**config.mk**
```make
export PLATFORM = sky130hd
export DESIGN_NAME = ffba_cell
export DESIGN_NICKNAME = d
export VERILOG_FILES = /design/src/first_fit_block_allocator_unit_assert.svh /design/src/ffba_pkg.sv /design/src/ffba_cell.sv
export SDC_FILE = /design/constraint.sdc
export NUM_CORES = 1
export LEC_CHECK = 0
export BUFFER_PORTS_ARGS = -buffer_cell sky130_fd_sc_hd__buf_2
export CAP_MARGIN = 20
export CORE_UTILIZATION = 41
export CTS_BUF_LIST = sky130_fd_sc_hd__clkbuf_2 sky130_fd_sc_hd__clkbuf_4 sky130_fd_sc_hd__clkbuf_8
export DETAILED_ROUTE_END_ITERATION = 6
export HOLD_SLACK_MARGIN = 0.03
export PLACE_DENSITY = 0.86
export SETUP_SLACK_MARGIN = 0.1
export SLEW_MARGIN = 40
export SYNTH_ARGS = -nofsm -noshare
export SYNTH_HDL_FRONTEND = slang
export SYNTH_SLANG_ARGS = --single-unit
```
**constraint.sdc**
```tcl
create_clock -name i_clk -period 1.9 [get_ports i_clk]
set_input_delay 0.095 -clock i_clk [delete_from_list [all_inputs] [get_ports i_clk]]
set_output_delay 0.095 -clock i_clk [all_outputs]
set_load 0.03 [all_outputs]
```
**src/first_fit_block_allocator_unit_assert.svh**
```systemverilog
// Assertion macros for the first-fit allocator.
`ifndef FIRST_FIT_BLOCK_ALLOCATOR_UNIT_ASSERT_SVH
`define FIRST_FIT_BLOCK_ALLOCATOR_UNIT_ASSERT_SVH

// property checked on every rising clock edge outside reset
`define FFBA_ASSERT(lbl, prop, msg) \
    lbl: assert property (@(posedge i_clk) disable iff (!i_rst_n) (prop)) else $error(msg);

// implication checked on every rising clock edge outside reset
`define FFBA_ASSERT_IMP(lbl, ante, cons, msg) \
    lbl: assert property (@(posedge i_clk) disable iff (!i_rst_n) (ante) |-> (cons)) \
        else $error(msg);

`endif

```
**src/ffba_pkg.sv**
```systemverilog
// Types and codes shared by the first-fit allocator modules.
package ffba_pkg;

    localparam logic [1:0] OP_ALLOC  = 2'd0;
    localparam logic [1:0] OP_ERASE  = 2'd1;
    localparam logic [1:0] OP_DEFRAG = 2'd2;
    localparam logic [1:0] OP_NOP    = 2'd3;

    localparam logic [1:0] STAT_OK      = 2'd0;
    localparam logic [1:0] STAT_NOSPACE = 2'd1;
    localparam logic [1:0] STAT_ILLEGAL = 2'd2;

    localparam logic [15:0] HANDLE_MAX = 16'hFFFF;
    localparam logic [8:0]  MEM_SIZE_RST = 9'd256;

    typedef struct packed {
        logic [1:0]  op;
        logic [8:0]  length;
        logic [8:0]  start_cell;
        logic        has_start;
        logic [15:0] handle;
    } t_in_word;

    typedef struct packed {
        logic [1:0]  status;
        logic [15:0] new_handle;
    } t_out_word;

    typedef struct packed {
        logic shift;
        logic sort;
        logic phase;
    } t_cell_ctl;

    typedef enum logic [2:0] {
        ST_IDLE,
        ST_SCAN,
        ST_FILL,
        ST_ERASE,
        ST_SORT,
        ST_RESP
    } t_state;

endpackage

```
**src/ffba_cell.sv**
```systemverilog
// One owner cell of the chain: shifts toward the head or does an odd-even compaction step.
module ffba_cell import ffba_pkg::*; #(
    parameter int IDX = 0,
    parameter int CW  = 9
) (
    input  logic          i_clk,
    input  logic          i_rst_n,
    input  t_cell_ctl     i_ctl,
    input  logic [CW-1:0] i_m,
    input  logic [15:0]   i_left,
    input  logic [15:0]   i_right,
    output logic [15:0]   o_val
);

    logic [15:0] r_val;
    logic [15:0] n_val;
    logic        w_left_role;
    logic        w_right_role;

    // left of a pair on the matching phase, right partner inside the used range
    assign w_left_role  = ((IDX % 2 == 1) == i_ctl.phase) && (CW'(IDX + 1) < i_m);
    assign w_right_role = (IDX >= 1) && ((IDX % 2 == 0) == i_ctl.phase) && (CW'(IDX) < i_m);

    always_comb begin
        n_val = r_val;
        if (i_ctl.shift) begin
            n_val = i_right;
        end else if (i_ctl.sort) begin
            if (w_left_role && r_val == '0 && i_right != '0) begin
                n_val = i_right;
            end
            if (w_right_role && i_left == '0 && r_val != '0) begin
                n_val = '0;
            end
        end
    end

    always_ff @(posedge i_clk) begin
        if (!i_rst_n) begin
            r_val <= '0;
        end else begin
            r_val <= n_val;
        end
    end

    assign o_val = r_val;

endmodule

```
==> run summary <==
Pre-CTS WS = 0.3695 ns
Routability Congestion = 0.6560
Final ANT Viol Nets = 0
Worst Skew = 0.008067 ns
Post-Synthesis Cells = 83
Die Ht = 47.99 um
Final Cell Area = 1124 um2
Startpoint Class = flip-flop
Drt drc = 0
YS warnings = 0
Largest net degree at the start of global routing = 49
Footprint of the multi-input gates = 505.5 um2
Vias post-DR = 852
Delay-heaviest family, CP = simple AND/OR/NAND/NOR gates
Clk_lat worst skew = 0.28 ns
CP Class = reg -> reg
Final min period = 1.591 ns
Peak VDD IR = 395.0 uV
Largest stage delay, worst path = 0.34 ns
Die Area = 2303 um2
Crit. End Element = flip-flop
Largest cells by area after synthesis = dfxtp_1 (37%), a311o_1 (18%), and3b_1 (15%)
Period Utilization, post-route = 0.8373
Antenna cells = 0
Worst-Margin Slew = 0.6122 ns
Die Width = 47.99 um
Worst path bufs/invs = 1
Nets = 170
Sink Count = 16
CTS root buf = clkbuf_4
Register area = 320.3 um2
Iter 0 DRT Violations = 9
Slew Limit Headroom = 0.5919
Post-place instance area = 1087 um2
CTS tree = yes
Final WS setup = 0.3091 ns
Syn Nets = 129
Seq cells post-synth = 16
Avg WL per Cell = 12.81 um
FF-to-FF setup slack = 0.31 ns
Post-CTS Setup Bufs = 0
Sequential share of the synthesized area = 0.3694
Status = completed
Final hold vios = 0
Dpl hpwl = 1393 um
Cells along the critical path = nor4_2 -> nand3_1 -> a211oi_4 -> buf_4 -> a311o_1
I/O Pins = 62
H-tree depth = 1
Leakage power = 0.6186 nW
Total Wirelength = 1921 um
Worst min path class = in -> reg
Worst Path Required = 2.12 ns
Synth area leader = dfxtp_1
Max cap viols = 0
Core Area = 1982 um2
Final setup TNS = 0 ns
Number of I/O port buffers = 44
Global-route wire length before repair = 2925 um
Iteration count of the initial detailed-routing pass = 4
Max reg flops = 16
Max Fclk = 628.6 MHz
Initial Utilization = 0.4375
Row count = 16
Worst Path Max Fanout = 16
Total grt overflow = 0
Mean Syn Cell Area = 10.45 um2
Pwr dens = 687.6 nW/um2
RSZ-0062 raised after global routing = false
Fill count = 196
Antenna violations before repair = 0
Vias in the first global route = 726
Clock-pin slew on the worst setup and hold paths = 0.10 ns
CTS buffer count = 3
Yosys cell types = 14
Synth-to-layout area growth = 29.58%
Vias per inst = 5.680
Clock tree buffer depth = 2
Area share of the largest cell type after synthesis = 0.3694
Worst hold slack = 0.04876 ns
Final Slew Violations = 0
Layout cells sized above 1 = 0.4553
Total track usage = 0.1841
CP arrival = 1.81 ns
Total power = 772.6 uW
Post-synthesis cell area = 867.1 um2
Post-CTS resize count = 0
CP max-delay cell = dfxtp_1
Hold_buf cts = 0
Setup Viol. Count Final = 0
-- worst reg2reg max path, stage by stage (launching register included) --
cell and delay (ns):
dfxtp_1 0.34, nor4_2 0.32, nand3_1 0.19, a211oi_4 0.23, buf_4 0.24, a311o_1 0.21
-- placed cells by master (no fill, tap or decap) --
master,netlist,final
a211oi_4,1,1
a311o_1,16,16
and3_1,16,16
and3b_1,15,15
and3b_2,1,1
buf_2,0,44
buf_4,0,1
clkbuf_4,0,3
clkbuf_8,0,1
dfxtp_1,16,16
nand2_1,1,1
nand3_1,1,1
nor2_1,1,1
nor4_1,1,1
nor4_2,4,4
nor4b_2,1,1
-- through the flow --
step                        util  std cells
after global routing      0.5669        150
after detailed placement  0.5486        146
after floorplan                -         83
after CTS                 0.5669        150
final                     0.5669        150
after global placement    0.5486        146
-- synthesized netlist by cell type --
| cell | number |
|---|---|
| a311o_1 | 16 |
| and3_1 | 16 |
| dfxtp_1 | 16 |
| and3b_1 | 15 |
| clkbuf_1 | 8 |
| nor4_2 | 4 |
| a211oi_4 | 1 |
| and3b_2 | 1 |
| buf_6 | 1 |
| nand2_1 | 1 |
| nand3_1 | 1 |
| nor2_1 | 1 |
| nor4_1 | 1 |
| nor4b_2 | 1 |
-- layer usage --
layer	part of all wire	GRT usage	vias up
li1	-	-	417
met1	0.44	0.1963	403
met5	0	0	-
met4	0.014	0.08333	0
met3	0.048	0.04528	4
met2	0.50	0.3378	28
-- cells by family (layout without fill, tap and decap cells) --
kind of cell / count (synthesis) / in the layout / synth area share
AO/OA/AOI/OAI: 17 / 17 / 0.2078
buffers and inverters: 9 / 49 / 0.04762
flip-flops: 16 / 16 / 0.3694
AND/OR/NAND/NOR: 41 / 41 / 0.3752
-- cell type report --
type	count	area share
flip-flops and latches	16	0.2851
well taps	27	0.03007
clock buffers	4	0.03229
repair buffers	45	0.2027
multi-input cells	58	0.4499
-- power by group --
part,switching (mW),internal [mW]
Clock,0.104,0.117
Combinational,0.102,0.0750
Sequential,0.0171,0.358
-- final timing paths --
path         startpoint        to  depth (start not counted)
max           o_val[14]  o_val[5]                          5
min          i_right[6]  o_val[6]                          2
max reg2reg   o_val[14]  o_val[5]                          5
min reg2reg    o_val[3]  o_val[3]                          2
(Power assumes the default switching activity.)
